File: src/hw/rtl/tlpw_pkg.sv
// Shared types and constants for the two-level page walker.
// Used by two_level_page_walker and its testbench; depends on nothing else.
package tlpw_pkg;

  localparam int unsigned AddrWidth     = 32;
  localparam int unsigned LengthWidth   = 3;
  localparam int unsigned ShiftWidth    = 2;
  localparam int unsigned CfgIndexWidth = 1;
  localparam int unsigned OffsetWidth   = 12;
  localparam int unsigned DirShift      = 22;
  localparam int unsigned PageBytes     = 4096;
  localparam int unsigned QueueDepth    = 4;
  localparam int unsigned QueuePtrWidth = 2;
  localparam int unsigned QueueCntWidth = 3;

  localparam logic [LengthWidth-1:0] MinLength = 3'd1;
  localparam logic [LengthWidth-1:0] MaxLength = 3'd4;

  typedef enum logic [1:0] {
    PHASE_IDLE = 2'd0,
    PHASE_DIR  = 2'd1,
    PHASE_PTE  = 2'd2
  } phase_t;

  typedef enum logic [1:0] {
    KIND_TABLE_READ = 2'd0,
    KIND_SEGMENT    = 2'd1,
    KIND_FAULT      = 2'd2
  } kind_t;

  typedef enum logic {
    OP_REQUEST    = 1'b0,
    OP_TABLE_WORD = 1'b1
  } op_t;

  typedef enum logic [CfgIndexWidth-1:0] {
    REG_PAGING_ENABLE  = 1'b0,
    REG_DIRECTORY_BASE = 1'b1
  } cfg_reg_t;

  typedef struct packed {
    kind_t                  kind;
    logic [AddrWidth-1:0]   address;
    logic [LengthWidth-1:0] seg_len;
    logic [ShiftWidth-1:0]  shift;
    logic                   last;
  } result_t;

endpackage

File: src/hw/rtl/two_level_page_walker.sv
// Top level of the two-level page walker: input register, walk logic and result queue.
// Depends on tlpw_pkg for types and constants.

// The walker takes one input word per cycle while its result queue has room: the word is
// first captured in an input register, then the walk logic works out its results in one
// pass and writes them into a four-entry result queue whose head drives the result port.
// A request with paging off gives one physical segment; with paging on it gives a
// directory read, and each table word returned gives a page table read, a segment, or a
// fault. A page table word for an access that crosses a page boundary gives two results
// (the first segment and the next directory read), which the result port hands out one
// after the other. The input register only moves on while the queue has room for two
// results, so the sustained rate of one word per cycle is set by the result port draining
// one result per cycle. Requests that arrive during a walk and table words that arrive
// while idle are consumed without a result.
module two_level_page_walker (
  input  logic                               clk,
  input  logic                               rst,
  // configuration port
  input  logic                               config_write,
  input  logic [tlpw_pkg::CfgIndexWidth-1:0] config_index,
  input  logic [tlpw_pkg::AddrWidth-1:0]     config_data,
  // request channel
  input  logic                               request_valid,
  output logic                               request_ready,
  input  logic                               operation,
  input  logic [tlpw_pkg::AddrWidth-1:0]     virtual_address,
  input  logic [tlpw_pkg::LengthWidth-1:0]   access_length,
  input  logic [tlpw_pkg::AddrWidth-1:0]     table_word,
  // result channel
  output logic                               result_valid,
  input  logic                               result_ready,
  output logic [1:0]                         result_kind,
  output logic [tlpw_pkg::AddrWidth-1:0]     address,
  output logic [tlpw_pkg::LengthWidth-1:0]   segment_length,
  output logic [tlpw_pkg::ShiftWidth-1:0]    data_shift_bytes,
  output logic                               last
);

  // Configuration registers.
  logic                           paging_enable;
  logic [tlpw_pkg::AddrWidth-1:0] directory_base;

  always_ff @(posedge clk) begin
    if (rst) begin
      paging_enable  <= 1'b0;
      directory_base <= '0;
    end else if (config_write) begin
      case (tlpw_pkg::cfg_reg_t'(config_index))
        tlpw_pkg::REG_PAGING_ENABLE:  paging_enable  <= config_data[0];
        tlpw_pkg::REG_DIRECTORY_BASE: directory_base <= config_data;
        default: ;
      endcase
    end
  end

  // Input register: holds one accepted word until the walk logic consumes it.
  logic                             stage_valid;
  tlpw_pkg::op_t                    stage_op;
  logic [tlpw_pkg::AddrWidth-1:0]   stage_va;
  logic [tlpw_pkg::LengthWidth-1:0] stage_len;
  logic [tlpw_pkg::AddrWidth-1:0]   stage_word;

  // Result queue bookkeeping.
  tlpw_pkg::result_t                  queue [tlpw_pkg::QueueDepth];
  logic [tlpw_pkg::QueuePtrWidth-1:0] wr_ptr;
  logic [tlpw_pkg::QueuePtrWidth-1:0] rd_ptr;
  logic [tlpw_pkg::QueueCntWidth-1:0] count;

  // The stored word is worked on only when the queue can take two results.
  logic stage_proc;
  assign stage_proc    = stage_valid &&
                         (count <= tlpw_pkg::QueueCntWidth'(tlpw_pkg::QueueDepth - 2));
  assign request_ready = !stage_valid || stage_proc;

  always_ff @(posedge clk) begin
    if (rst) begin
      stage_valid <= 1'b0;
    end else if (request_ready) begin
      stage_valid <= request_valid;
    end
  end

  always_ff @(posedge clk) begin
    if (request_ready && request_valid) begin
      stage_op   <= tlpw_pkg::op_t'(operation);
      stage_va   <= virtual_address;
      stage_len  <= access_length;
      stage_word <= table_word;
    end
  end

  // Walk state.
  tlpw_pkg::phase_t                 phase, phase_next;
  logic [tlpw_pkg::AddrWidth-1:0]   pending_address, pending_address_next;
  logic [tlpw_pkg::LengthWidth-1:0] pending_length, pending_length_next;
  logic [tlpw_pkg::ShiftWidth-1:0]  done_bytes, done_bytes_next;

  // Shared arithmetic for the current word.
  logic [tlpw_pkg::LengthWidth-1:0] len_fixed;
  logic                             present;
  logic [tlpw_pkg::OffsetWidth-1:0] offset;
  logic [tlpw_pkg::LengthWidth-1:0] remaining;
  logic [tlpw_pkg::OffsetWidth:0]   room;
  logic [tlpw_pkg::LengthWidth-1:0] seg;
  logic                             seg_final;
  logic [tlpw_pkg::AddrWidth-1:0]   next_va;
  logic [tlpw_pkg::AddrWidth-1:0]   dir_addr_new;
  logic [tlpw_pkg::AddrWidth-1:0]   dir_addr_next_page;
  logic [tlpw_pkg::AddrWidth-1:0]   pte_addr;
  logic [tlpw_pkg::AddrWidth-1:0]   phys_addr;

  always_comb begin
    if (stage_len == '0) begin
      len_fixed = tlpw_pkg::MinLength;
    end else if (stage_len > tlpw_pkg::MaxLength) begin
      len_fixed = tlpw_pkg::MaxLength;
    end else begin
      len_fixed = stage_len;
    end
  end

  assign present   = stage_word[0];
  assign offset    = pending_address[tlpw_pkg::OffsetWidth-1:0];
  assign remaining = pending_length - tlpw_pkg::LengthWidth'(done_bytes);
  assign room      = (tlpw_pkg::OffsetWidth+1)'(tlpw_pkg::PageBytes) -
                     {1'b0, offset};
  // Remaining is at most four, so a narrow room only matters near the page end.
  assign seg       = ({{(tlpw_pkg::OffsetWidth+1-tlpw_pkg::LengthWidth){1'b0}}, remaining}
                      < room) ? remaining : room[tlpw_pkg::LengthWidth-1:0];
  assign seg_final = ({2'b00, done_bytes} + {1'b0, seg}) >= {1'b0, pending_length};
  assign next_va   = pending_address + tlpw_pkg::AddrWidth'(seg);

  assign dir_addr_new       = directory_base +
                              {{(tlpw_pkg::DirShift-2){1'b0}},
                               stage_va[tlpw_pkg::AddrWidth-1:tlpw_pkg::DirShift], 2'b00};
  assign dir_addr_next_page = directory_base +
                              {{(tlpw_pkg::DirShift-2){1'b0}},
                               next_va[tlpw_pkg::AddrWidth-1:tlpw_pkg::DirShift], 2'b00};
  assign pte_addr  = {stage_word[tlpw_pkg::AddrWidth-1:tlpw_pkg::OffsetWidth],
                      {tlpw_pkg::OffsetWidth{1'b0}}} +
                     {{(tlpw_pkg::AddrWidth-tlpw_pkg::OffsetWidth){1'b0}},
                      pending_address[tlpw_pkg::DirShift-1:tlpw_pkg::OffsetWidth], 2'b00};
  assign phys_addr = {stage_word[tlpw_pkg::AddrWidth-1:tlpw_pkg::OffsetWidth], offset};

  // Next state of the walk.
  always_comb begin
    phase_next           = phase;
    pending_address_next = pending_address;
    pending_length_next  = pending_length;
    done_bytes_next      = done_bytes;
    if (stage_proc) begin
      case (phase)
        tlpw_pkg::PHASE_IDLE: begin
          if (stage_op == tlpw_pkg::OP_REQUEST && paging_enable) begin
            phase_next           = tlpw_pkg::PHASE_DIR;
            pending_address_next = stage_va;
            pending_length_next  = len_fixed;
            done_bytes_next      = '0;
          end
        end
        tlpw_pkg::PHASE_DIR: begin
          if (stage_op == tlpw_pkg::OP_TABLE_WORD) begin
            phase_next = present ? tlpw_pkg::PHASE_PTE : tlpw_pkg::PHASE_IDLE;
          end
        end
        tlpw_pkg::PHASE_PTE: begin
          if (stage_op == tlpw_pkg::OP_TABLE_WORD) begin
            if (!present || seg_final) begin
              phase_next = tlpw_pkg::PHASE_IDLE;
            end else begin
              phase_next           = tlpw_pkg::PHASE_DIR;
              done_bytes_next      = done_bytes + seg[tlpw_pkg::ShiftWidth-1:0];
              pending_address_next = next_va;
            end
          end
        end
        default: phase_next = tlpw_pkg::PHASE_IDLE;
      endcase
    end
  end

  // Results of the current word: how many, and their contents.
  logic [1:0]        res_count;
  tlpw_pkg::result_t res0, res1;

  always_comb begin
    res_count = 2'd0;
    res0      = '{kind: tlpw_pkg::KIND_TABLE_READ, address: '0, seg_len: '0,
                  shift: '0, last: 1'b0};
    res1      = '{kind: tlpw_pkg::KIND_TABLE_READ, address: dir_addr_next_page,
                  seg_len: '0, shift: '0, last: 1'b0};
    if (stage_proc) begin
      case (phase)
        tlpw_pkg::PHASE_IDLE: begin
          if (stage_op == tlpw_pkg::OP_REQUEST) begin
            res_count = 2'd1;
            if (paging_enable) begin
              res0.address = dir_addr_new;
            end else begin
              res0 = '{kind: tlpw_pkg::KIND_SEGMENT, address: stage_va, seg_len: len_fixed,
                       shift: '0, last: 1'b1};
            end
          end
        end
        tlpw_pkg::PHASE_DIR: begin
          if (stage_op == tlpw_pkg::OP_TABLE_WORD) begin
            res_count = 2'd1;
            if (present) begin
              res0.address = pte_addr;
            end else begin
              res0 = '{kind: tlpw_pkg::KIND_FAULT, address: pending_address, seg_len: '0,
                       shift: '0, last: 1'b1};
            end
          end
        end
        tlpw_pkg::PHASE_PTE: begin
          if (stage_op == tlpw_pkg::OP_TABLE_WORD) begin
            if (!present) begin
              res_count = 2'd1;
              res0 = '{kind: tlpw_pkg::KIND_FAULT, address: pending_address, seg_len: '0,
                       shift: '0, last: 1'b1};
            end else begin
              res_count = seg_final ? 2'd1 : 2'd2;
              res0 = '{kind: tlpw_pkg::KIND_SEGMENT, address: phys_addr, seg_len: seg,
                       shift: done_bytes, last: seg_final};
            end
          end
        end
        default: res_count = 2'd0;
      endcase
    end
  end

  always_ff @(posedge clk) begin
    if (rst) begin
      phase <= tlpw_pkg::PHASE_IDLE;
    end else begin
      phase <= phase_next;
    end
  end

  always_ff @(posedge clk) begin
    pending_address <= pending_address_next;
    pending_length  <= pending_length_next;
    done_bytes      <= done_bytes_next;
  end

  // Result queue: up to two writes and one read per cycle.
  logic pop;
  assign pop = result_valid && result_ready;

  always_ff @(posedge clk) begin
    if (rst) begin
      wr_ptr <= '0;
      rd_ptr <= '0;
      count  <= '0;
    end else begin
      wr_ptr <= wr_ptr + tlpw_pkg::QueuePtrWidth'(res_count);
      rd_ptr <= rd_ptr + tlpw_pkg::QueuePtrWidth'(pop);
      count  <= count + tlpw_pkg::QueueCntWidth'(res_count) -
                tlpw_pkg::QueueCntWidth'(pop);
    end
  end

  always_ff @(posedge clk) begin
    if (res_count != 2'd0) begin
      queue[wr_ptr] <= res0;
    end
    if (res_count == 2'd2) begin
      queue[wr_ptr + tlpw_pkg::QueuePtrWidth'(1)] <= res1;
    end
  end

  tlpw_pkg::result_t head;
  assign head             = queue[rd_ptr];
  assign result_valid     = (count != '0);
  assign result_kind      = head.kind;
  assign address          = head.address;
  assign segment_length   = head.seg_len;
  assign data_shift_bytes = head.shift;
  assign last             = head.last;

  // The queue never overflows.
  a_queue_bound: assert property (@(posedge clk) disable iff (rst)
    count <= tlpw_pkg::QueueCntWidth'(tlpw_pkg::QueueDepth))
    else $error("result queue overflow");

  // Only a page table word can give two results.
  a_two_only_pte: assert property (@(posedge clk) disable iff (rst)
    (res_count == 2'd2) |-> (phase == tlpw_pkg::PHASE_PTE))
    else $error("two results outside the page table phase");

  // A fault always ends the walk.
  a_fault_idle: assert property (@(posedge clk) disable iff (rst)
    (res_count != 2'd0 && res0.kind == tlpw_pkg::KIND_FAULT) |=>
    (phase == tlpw_pkg::PHASE_IDLE))
    else $error("walk continued after a fault");

  // Only segments carry a length.
  a_len_segment: assert property (@(posedge clk) disable iff (rst)
    (result_valid && result_kind != tlpw_pkg::KIND_SEGMENT) |-> (segment_length == '0))
    else $error("length on a non-segment result");

endmodule

File: config.mk
export PLATFORM = sky130hd
export DESIGN_NAME = two_level_page_walker
export DESIGN_NICKNAME = d
export VERILOG_FILES = /design/src/hw/rtl/tlpw_pkg.sv /design/src/hw/rtl/two_level_page_walker.sv
export SDC_FILE = /design/constraint.sdc
export NUM_CORES = 1
export LEC_CHECK = 0
export BUFFER_PORTS_ARGS = -buffer_cell sky130_fd_sc_hd__clkbuf_2
export CAP_MARGIN = 10
export CORE_ASPECT_RATIO = 1.2
export CORE_MARGIN = 2
export CORE_UTILIZATION = 23
export DETAILED_ROUTE_END_ITERATION = 7
export GPL_TIMING_DRIVEN = 0
export PLACE_DENSITY = 0.39
export SETUP_SLACK_MARGIN = 0.3
export SYNTH_ARGS = -nofsm -noshare
export SYNTH_HDL_FRONTEND = slang
export SYNTH_SLANG_ARGS = --single-unit
File: constraint.sdc
create_clock -name clk -period 7.7 [get_ports clk]
set_clock_uncertainty 0.15 [all_clocks]
set_input_delay 1.54 -clock clk [delete_from_list [all_inputs] [get_ports clk]]
set_output_delay 1.54 -clock clk [all_outputs]
set_load 0.005 [all_outputs]
==> flow_summary.yaml, run 1 <==
timing:
  grt_setup_unrepaired: "false"
  hold_viol: 0
  slew_margin_rel_pct: 12.9
  setup-tns-final_ns: 0
  finalCritPeriodShare_pct: 92.1
  worst_slew_pin_slew_ns: 1.30
  fmax_ghz: 0.141
  slew_violations: 0
  finalSetupViolations: 0
  timing.final.crit_period_ns: 7.10
critical_path:
  crit_type: "reg -> reg"
  rr_worst_depth: 26
  critical_path_arrival_ns: 7.22
  number_of_buffers_and_inverters_on_the_critical_path: 5
  worst_setup_path_end_kind: "flip-flop"
  crit-reg2reg-capture: "queue[1][19]"
  worstSetupStartpointType: "flip-flop"
  largest_driver_fanout_on_the_critical_path: 8
  r2r_slack_ns: 0.60
  timing.critical_path.slowest_stage_cell: "sky130_fd_sc_hd__a2111o_2"
  worst_stage_delay_on_the_critical_path_ns: 0.57
  timing.rr.start: "pending_length[0]"
  timing.critical_path.from: "pending_length[0]"
  timing.critical_path.max_delay_family: "compound AO/OA/AOI/OAI gates"
  cp_data_required_time_ns: 7.83
  crit_path_end: "queue[1][19]"
  crit_cells: 26
grt:
  grt_usage_pct: 17.0
  grt_max_degree: 31
  grt_antenna_before_repair: 4
  grt-ovfl-total: 0
  vias_in_the_first_global_route: 12600
  grt_first_pass_wirelength_mm: 85.9
yosys:
  postSynthNetCount: 1551
  synth-seq-cells: 297
  synth-compound-area-share_pct: 15.8
  synthXorXnorAreaFrac_pct: 4.68
  synth_mux_area_share_pct: 7.59
  post_synth_main_area_contributors: "sky130_fd_sc_hd__edfxtp_1 43%, sky130_fd_sc_hd__dfxtp_1 9.7%, sky130_fd_sc_hd__mux4_2 5.8%, sky130_fd_sc_hd__nand2_1 5.2%, sky130_fd_sc_hd__o22ai_1 4.8%"
  cells_after_synth: 1401
  synthesis.yosys.warnings: 0
  synth_edf_count: 222
  post-synth-top-area-fraction_pct: 42.9
  seq_area_frac_synth_pct: 52.5
  async_set_or_reset_flop_fraction_in_the_synthesized_netlist_pct: 0
  dominantRegCellSynth: "sky130_fd_sc_hd__edfxtp_1"
  synth_simple_gate_area_share_pct: 12.0
  yosysUniqueCellTypes: 68
  synth-adder-area-share_pct: 3.83
  synth_top_cell_by_area: "sky130_fd_sc_hd__edfxtp_1"
  dominant_combinational_cell_family_by_area_after_synthesis: "compound AO/OA/AOI/OAI gates"
  syn_avg_cell_area_um2: 11.1
  syn-cell-area_um2: 15500
cells_and_area:
  finish.cell_count_without_fillers: 2513
  post_route_cells_drive_above_1_share_pct: 19.9
  final_common_cell: "sky130_fd_sc_hd__edfxtp_1"
  flow.area_growth_from_synthesis_pct: 21.9
  layout.cells.most_common_list: "222 x sky130_fd_sc_hd__edfxtp_1, 211 x sky130_fd_sc_hd__nand2_1, 135 x sky130_fd_sc_hd__clkbuf_2"
  layout.nets: 1734
run_status:
  run_status: "complete, no violations"
place:
  numPortBuffers: 135
  post-dp-hpwl_mm: 45.4
  placed_cells_incl_taps: 2444
  gp_congestion: 0.899
clock_network:
  clock_sink_count: 297
  numCtsBuffers: 35
  ctsRootBufferMaster: "sky130_fd_sc_hd__clkbuf_16"
  cts.clk_slew.worst_paths_ns: 0.06
  cts_tree: "built"
  clk_latency_ns: 0.55
  h-tree-depth: 2
  cts.hold.buffers_added: 0
  cts_max_path_buffers: 3
power:
  max-vdd-ir-drop_v: 0.000129
  power_density_nw_per_um2: 231
  p_total_uw: 4370
  power_leakage_uw: 0.00645
floorplan:
  die_area_um2: 69700
  die_width_um: 241
  die_height_um: 289
  ioPinCount: 148
  core.rowCount: 104
  floorplan.initialDensity_pct: 23.2
  core_um2: 67000
flow_run:
  max_cap_viol_count: 0
route:
  dr.first_iter.drc_count: 1026
  routed_wire_length_per_instance_um: 23.7
  vias_per_cell: 4.91
  detail_route.drc_violations: 0
  ant_nets: 0
  drt_pre_antenna_iters: 8
  route.final.wire_length_mm: 59.5
  vias: 12300
hold_path:
  min_path_type: "reg -> reg"
  hold_path_startpoint: "queue[3][1]"
## power by group
group,switching (µW),internal [µW]
Clock,723,1030
Sequential,51.0,1790
Combinational,465,307
Total,1240,3140
## area by class of cell
type                            count  area (µm²)
Antenna cell                        1        2.50
Buffer                             95         414
Clock buffer                       42         963
Clock inverter                     22         230
Fill cell                        7018       48100
Inverter                           35         131
Multi-Input combinational cell    975        7060
Sequential cell                   297        8170
Tap cell                          901        1130
Timing Repair Buffer              145         843
## how the worst min path moves through the flow
stage | slack, ns | end | depth (start not counted)
after floorplan | 0.29 | queue[2][0] | 2
after global placement | 0.30 | queue[2][38] | 2
after detailed placement | 0.31 | queue[3][1] | 2
after CTS | 0.32 | queue[3][1] | 2
after global routing | 0.34 | queue[1][3] | 2
final | 0.32 | queue[3][1] | 2
## cells in the mapped netlist (27+ instances only)
library cell,count
sky130_fd_sc_hd__a21oi_1,72
sky130_fd_sc_hd__clkbuf_1,67
sky130_fd_sc_hd__o21ai_0,66
sky130_fd_sc_hd__nand3_1,27
sky130_fd_sc_hd__dfxtp_1,75
sky130_fd_sc_hd__nor2_1,61
sky130_fd_sc_hd__inv_1,35
sky130_fd_sc_hd__edfxtp_1,222
sky130_fd_sc_hd__xor2_1,45
sky130_fd_sc_hd__ha_1,38
sky130_fd_sc_hd__mux4_2,40
sky130_fd_sc_hd__xnor2_1,38
sky130_fd_sc_hd__o22ai_1,119
sky130_fd_sc_hd__nand2_1,215
## through the flow
stage / utilization, % / worst slack (ns) / instance area, µm² / hold WS, ns
after floorplan: - / 1.22 / 15500 / 0.294
after global placement: 25.9 / -0.496 / 17400 / 0.305
after detailed placement: 26.1 / -0.585 / 17500 / 0.312
after CTS: 28.0 / 0.301 / 18800 / 0.323
after global routing: 28.3 / 0.301 / 18900 / 0.339
final: 28.3 / 0.605 / 18900 / 0.323
## routing by layer
metal / GRT usage (%) / part of all wire, % / vias up
met4: 5.46 / 3.0 / 0
met5: 0 / 0 / -
met1: 20.8 / 41 / 6112
met3: 2.30 / 5.1 / 90
li1: - / - / 5674
met2: 30.5 / 51 / 458
## state kept, by name, indices dropped and copies added, names as in the netlist
register / cells
count: 3
directory_base: 32
done_bytes: 2
paging_enable: 1
pending_address: 32
pending_length: 3
phase: 2
queue: 160
rd_ptr: 2
stage_len: 3
stage_op: 1
stage_va: 32
stage_valid: 1
stage_word: 21
wr_ptr: 2
## what timing repair did
action                                  4_1_cts  5_1_grt
buffers inserted                              0        3
endpoints found under the hold margin         0        0
endpoints found under the setup margin       81       91
cloned                                        0        1
resized for setup                            12       19
pin swaps                                     0        4
## worst min-delay path: stages (launching register included)
cell and delay, ns:
sky130_fd_sc_hd__dfxtp_1 0.31, sky130_fd_sc_hd__nand2_1 0.05, sky130_fd_sc_hd__o22ai_1 0.06
## kinds of logic after synthesis
family / count (synthesis)
flip-flops: 297
XOR/XNOR: 83
multiplexers: 65
buffers and inverters: 130
AND/OR/NAND/NOR: 406
AO/OA/AOI/OAI: 376
adder cells (fa/ha/maj): 44
Power figures use the tool's default switching activity.
==> run 2: changes to the inputs <==
--- a/config.mk
+++ b/config.mk
@@ -7,2 +7,3 @@
 export LEC_CHECK = 0
+export ABC_AREA = 1
 export BUFFER_PORTS_ARGS = -buffer_cell sky130_fd_sc_hd__clkbuf_2
@@ -10,3 +11,2 @@
 export CORE_ASPECT_RATIO = 1.2
-export CORE_MARGIN = 2
 export CORE_UTILIZATION = 23
==> constraint.sdc (replaced) <==
create_clock -name clk -period 7.7 [get_ports clk]
set_clock_uncertainty 0.15 [all_clocks]
set_input_delay 0.385 -clock clk [delete_from_list [all_inputs] [get_ports clk]]
set_output_delay 0.385 -clock clk [all_outputs]
set_load 0.005 [all_outputs]
==> flow_summary.yaml, run 2 <==
timing:
  timing.final.crit_period_ns: 6.94
  slew_violations: 0
  holdWs_ns: 0.0289
  finalSetupViolations: 0
  slew_margin_rel_pct: 37.8
  hold_viol: 0
  fmax_ghz: 0.144
  worst_slew_pin_slew_ns: 0.925
  finalCritPeriodShare_pct: 90.2
  grt_setup_unrepaired: "true"
clock_network:
  clock_sink_count: 297
  ctsRootBufferMaster: "sky130_fd_sc_hd__clkbuf_16"
  cts.clk_slew.worst_paths_ns: 0.06
  cts_tree: "built"
  numCtsBuffers: 38
  clk_latency_ns: 0.57
  h-tree-depth: 2
  cts_max_path_buffers: 3
critical_path:
  critical_path_arrival_ns: 7.05
  worstSetupStartpointType: "flip-flop"
  timing.critical_path.mode_cell: "sky130_fd_sc_hd__inv_1"
  worst_stage_delay_on_the_critical_path_ns: 0.39
  largest_driver_fanout_on_the_critical_path: 5
  worst_setup_path_end_kind: "flip-flop"
  cp_data_required_time_ns: 7.80
  crit_type: "reg -> reg"
  rr_worst_depth: 36
  timing.critical_path.slowest_stage_cell: "sky130_fd_sc_hd__edfxtp_1"
hold_path:
  min_path_type: "in -> reg"
  hold-path-cell-count: 3
grt:
  grt_first_pass_wirelength_mm: 105
  grt_max_degree: 35
  grt_antenna_before_repair: 0
  vias_in_the_first_global_route: 15600
  grt-ovfl-total: 0
  grt_usage_pct: 19.9
cells_and_area:
  insertedDiodeCount: 0
  multi_input_area_um2: 7510
  layout.nets: 2408
  final_common_cell: "sky130_fd_sc_hd__nand2_1"
  largest_register_ffs: 160
  layout.cells.most_common_list: "404 x sky130_fd_sc_hd__nand2_1, 237 x sky130_fd_sc_hd__nand3_1, 222 x sky130_fd_sc_hd__edfxtp_1"
  post_route_cells_drive_above_1_share_pct: 12.4
  largest-register: "queue"
  num-fill-cells: 7692
  flow.area_growth_from_synthesis_pct: 25.3
  area.sequential_um2: 8170
yosys:
  cells_after_synth: 1990
  synth_edf_count: 222
  synth_commonest_cells: "409 x sky130_fd_sc_hd__nand2_1, 238 x sky130_fd_sc_hd__nand3_1, 222 x sky130_fd_sc_hd__edfxtp_1"
  post-synth-top-area-fraction_pct: 40.1
  seq_area_frac_synth_pct: 49.1
  post_synth_main_area_contributors: "sky130_fd_sc_hd__edfxtp_1 40%, sky130_fd_sc_hd__nand2_1 9.2%, sky130_fd_sc_hd__dfxtp_1 9.0%, sky130_fd_sc_hd__nand3_1 7.2%, sky130_fd_sc_hd__o21ai_0 6.0%"
  dominantRegCellSynth: "sky130_fd_sc_hd__edfxtp_1"
  syn-cell-area_um2: 16600
  yosysUniqueCellTypes: 51
  synth-seq-cells: 297
  synth_top_cell_by_area: "sky130_fd_sc_hd__edfxtp_1"
  synthesis.yosys.warnings: 0
  synth.most_common_cell: "sky130_fd_sc_hd__nand2_1"
  async_set_or_reset_flop_fraction_in_the_synthesized_netlist_pct: 0
  postSynthNetCount: 2140
  syn_avg_cell_area_um2: 8.36
route:
  detail_route.drc_violations: 0
  vias: 15600
  drt_pre_antenna_iters: 7
  route.final.wire_length_mm: 73.5
  dr.first_iter.drc_count: 1303
  ant_nets: 0
  vias_per_cell: 4.86
  routed_wire_length_per_instance_um: 22.9
floorplan:
  die_height_um: 297
  floorplan.initialDensity_pct: 23.3
  core.rowCount: 107
  ioPinCount: 148
  core_um2: 71400
  die_area_um2: 73500
  die_width_um: 248
power:
  power_density_nw_per_um2: 235
  power_leakage_uw: 0.00823
  p_total_uw: 4900
  max-vdd-ir-drop_v: 0.000150
flow_run:
  max_cap_viol_count: 0
place:
  numPortBuffers: 135
  gp_congestion: 0.918
  post-dp-hpwl_mm: 56.7
run_status:
  run_status: "complete, no violations"
## run 2: power by group
group / internal, µW / leakage, µW / total [µW] / switching (µW)
clock: 1100 / 0.000597 / 1830 / 734
sequential: 1810 / 0.00273 / 1880 / 64.2
combinational: 364 / 0.00490 / 1190 / 830
## run 2: layout make-up
class / count / share of cell area (%)
sequential: 297 / 39.2
multi-input combinational: 1431 / 36.0
timing repair buffer: 228 / 7.97
tap: 926 / 5.56
clock buffer: 51 / 4.90
inverter: 158 / 2.84
buffer: 104 / 2.50
clock inverter: 17 / 1.04
## run 2: worst max-delay path: cells and delay by family (launching register included)
family                     cells  cell delay (ns)
xor gates and xnor gates       3             0.74
adders and majority gates      6             1.71
buffers and inverters          7             0.60
DFF                            1             0.39
and+or+nand+nor               17             2.49
AOI/OAI and AO/OA              3             0.54
## run 2: kinds of logic after synthesis
kind of cell	count (synthesis)	synth area share, %
and+or+nand+nor	931	24.4
AOI/OAI and AO/OA	405	13.6
DFF	297	49.1
buffers and inverters	262	6.70
xor gates and xnor gates	51	2.68
adders and majority gates	44	3.58
## run 2: what timing repair did
item / 4_1_cts / 5_1_grt
resized for setup: 8 / 18
pin swaps: 1 / 0
buffers inserted: 1 / 0
endpoints found under the hold margin: 88 / 0
endpoints found under the setup margin: 60 / 77
hold buffers: 87 / 0
## run 2: metal layers
layer  track usage (%)  part of all wire [%]
met1              23.9                    41
met2              35.9                    51
met3              2.61                   4.8
met4              7.54                   3.7
met5                 0                     0
## run 2: per-stage QoR
| stage | util (%) | area [µm²] | TNS [ns] | instances | worst slack [ns] |
|---|---|---|---|---|---|
| 2_1_floorplan | - | 16600 | 0 | 1990 | 1.93 |
| 3_3_place_gp | 25.9 | 18500 | -0.947 | 3051 | -0.158 |
| 3_5_place_dp | 26.1 | 18600 | -0.906 | 3056 | -0.158 |
| 4_1_cts | 29.1 | 20800 | 0 | 3212 | 0.342 |
| 5_1_grt | 29.2 | 20900 | 0 | 3212 | 0.266 |
| 6_report | 29.2 | 20900 | 0 | 3212 | 0.757 |
## run 2: path summary, 6_finish.rpt
kind	startpoint	endpoint	slack [ns]
worst max-delay path	pending_length[0]	queue[1][29]	0.76
worst min-delay path	config_write	paging_enable	0.03
worst max register to register	pending_length[0]	queue[1][29]	0.76
worst min register to register	queue[1][0]	queue[1][0]	0.31
==> run 3: changes to the inputs <==
CORE_ASPECT_RATIO = not set   (was 1.2)
==> flow_summary.yaml, run 3 (synthesis results as in run 2) <==
timing:
  hold_viol: 0
  timing.final.crit_period_ns: 6.84
  setup-tns-final_ns: 0
  fmax_ghz: 0.146
  finalSetupViolations: 0
  slew_margin_rel_pct: 32.4
  grt_setup_unrepaired: "false"
  worst_slew_pin_slew_ns: 1.01
  finalCritPeriodShare_pct: 88.8
  holdWs_ns: 0.0221
  slew_violations: 0
critical_path:
  timing.critical_path.mode_cell: "sky130_fd_sc_hd__nand2_1"
  cp_data_required_time_ns: 7.98
  worst_setup_path_end_kind: "flip-flop"
  worst_stage_delay_on_the_critical_path_ns: 0.40
  critical_path_arrival_ns: 7.12
  largest_driver_fanout_on_the_critical_path: 5
  crit_type: "reg -> reg"
  timing.critical_path.slowest_stage_cell: "sky130_fd_sc_hd__edfxtp_1"
  worstSetupStartpointType: "flip-flop"
cells_and_area:
  post_route_cells_drive_above_1_share_pct: 12.8
  layout.nets: 2404
  finalInstanceArea_um2: 20800
  insertedDiodeCount: 0
  layout.cells.most_common_list: "404 x sky130_fd_sc_hd__nand2_1, 237 x sky130_fd_sc_hd__nand3_1, 222 x sky130_fd_sc_hd__edfxtp_1"
  flow.area_growth_from_synthesis_pct: 25.1
  fin_util_pct: 29.1
  largest-register: "queue"
  final_common_cell: "sky130_fd_sc_hd__nand2_1"
  largest_register_ffs: 160
grt:
  grt_first_pass_wirelength_mm: 104
  grt_use_met2_pct: 33.2
  grt-ovfl-total: 0
  globalRouteMet3Util_pct: 2.34
  gr-max-usage-layer: "met2"
  met1_usage_pct: 24.9
  grt_antenna_before_repair: 1
  vias_in_the_first_global_route: 15300
  grt_max_degree: 35
  grt_usage_pct: 19.3
clock_network:
  cts_tree: "built"
  clk_latency_ns: 0.57
  clock_sink_count: 297
  h-tree-depth: 2
  numCtsBuffers: 38
  cts_max_path_buffers: 3
  cts.clk_slew.worst_paths_ns: 0.06
  ctsRootBufferMaster: "sky130_fd_sc_hd__clkbuf_16"
floorplan:
  die_area_um2: 73400
  floorplan.initialDensity_pct: 23.3
  ioPinCount: 148
  die_width_um: 271
  core_um2: 71500
  die_height_um: 271
  core.rowCount: 98
power:
  power_density_nw_per_um2: 230
  max-vdd-ir-drop_v: 0.000137
  power.share.sequential_pct: 39.2
  switching_power_uw: 1630
  power_leakage_uw: 0.00821
  p_total_uw: 4790
  power.clock.fraction_pct: 36.0
  netSwitchingFraction_pct: 33.9
  relative_contribution_of_combinational_cells_to_total_power_pct: 24.8
  power.internal_uw: 3160
route:
  vias: 15700
  routed_wire_length_per_instance_um: 22.5
  dr.first_iter.drc_count: 1485
  drt_pre_antenna_iters: 6
  ant_nets: 0
  detail_route.drc_violations: 0
  route.final.wire_length_mm: 72.6
  vias_per_cell: 4.84
hold_path:
  min_path_type: "in -> reg"
place:
  dpl_cell_area_um2: 18600
  numPortBuffers: 135
  post-dp-hpwl_mm: 56.3
  gp_congestion: 0.914
run_status:
  run_status: "complete, no violations"
flow_run:
  max_cap_viol_count: 0
## run 3: changes by cell type in the layout (fill, tap and decap cells not counted), moves of 3 or more
| cell | previous run | this run |
|---|---|---|
| sky130_fd_sc_hd__clkbuf_1 | 76 | 68 |
| sky130_fd_sc_hd__dlygate4sd3_1 | 87 | 83 |
| sky130_fd_sc_hd__bufinv_16 | 5 | 1 |
| sky130_fd_sc_hd__clkinv_1 | 7 | 10 |
| sky130_fd_sc_hd__xor2_1 | 32 | 29 |
| sky130_fd_sc_hd__clkinv_2 | 4 | 7 |
## run 3: final timing paths
check	from	end	slack [ns]	cells past startpoint
setup / recovery	pending_length[0]	queue[3][30]	0.86	38
setup reg to reg	pending_length[0]	queue[3][30]	0.86	38
hold reg to reg	queue[2][3]	queue[2][3]	0.31	2
hold / removal	config_data[3]	directory_base[3]	0.02	3
## run 3: repair_timing
item,4_1_cts,5_1_grt
hold buffers,83,0
resized for setup,4,28
setup endpoints to repair,24,96
hold endpoints to repair,84,0
pin swaps,0,1
buffers inserted,0,1
## run 3: area by class of cell
class                   count  area (µm²)
fillers                  7636       50700
flip-flops and latches    297        8170
multi-input cells        1431        7570
repair buffers            224        1610
well taps                 950        1190
clock buffers              47        1030
inverters                 158         593
plain buffers             104         522
clock inverters            20         143
## run 3: per-stage QoR
step                      std cells  setup slack (ns)
after floorplan                1990              1.93
after global placement         3075             0.197
after detailed placement       3080             0.185
after CTS                      3230             0.341
after global routing           3231             0.299
final                          3231             0.863
## run 3: power groups by stage
stage | registers [µW] | clock network [µW] | logic, µW
2_1_floorplan | 1880 | 0 | 615
3_3_place_gp | 1920 | 0 | 1150
3_5_place_dp | 1910 | 0 | 1160
4_1_cts | 1880 | 1760 | 1200
5_1_grt | 1890 | 1820 | 1300
6_report | 1880 | 1720 | 1190
## run 3: metal layers
| layer | vias up | share of wire, % |
|---|---|---|
| met5 | - | 0 |
| met4 | 0 | 3.3 |
| met3 | 109 | 5.1 |
| met2 | 552 | 48 |
| met1 | 7585 | 43 |
| li1 | 7405 | - |
## run 3: critical path: cells and delay by family, from the launching register on
kind,cells,cell delay (ns)
XOR/XNOR,3,0.79
AO/OA/AOI/OAI,3,0.65
AND/OR/NAND/NOR,19,2.43
flip-flops,1,0.40
buffers and inverters,7,0.59
adder cells (fa/ha/maj),6,1.71
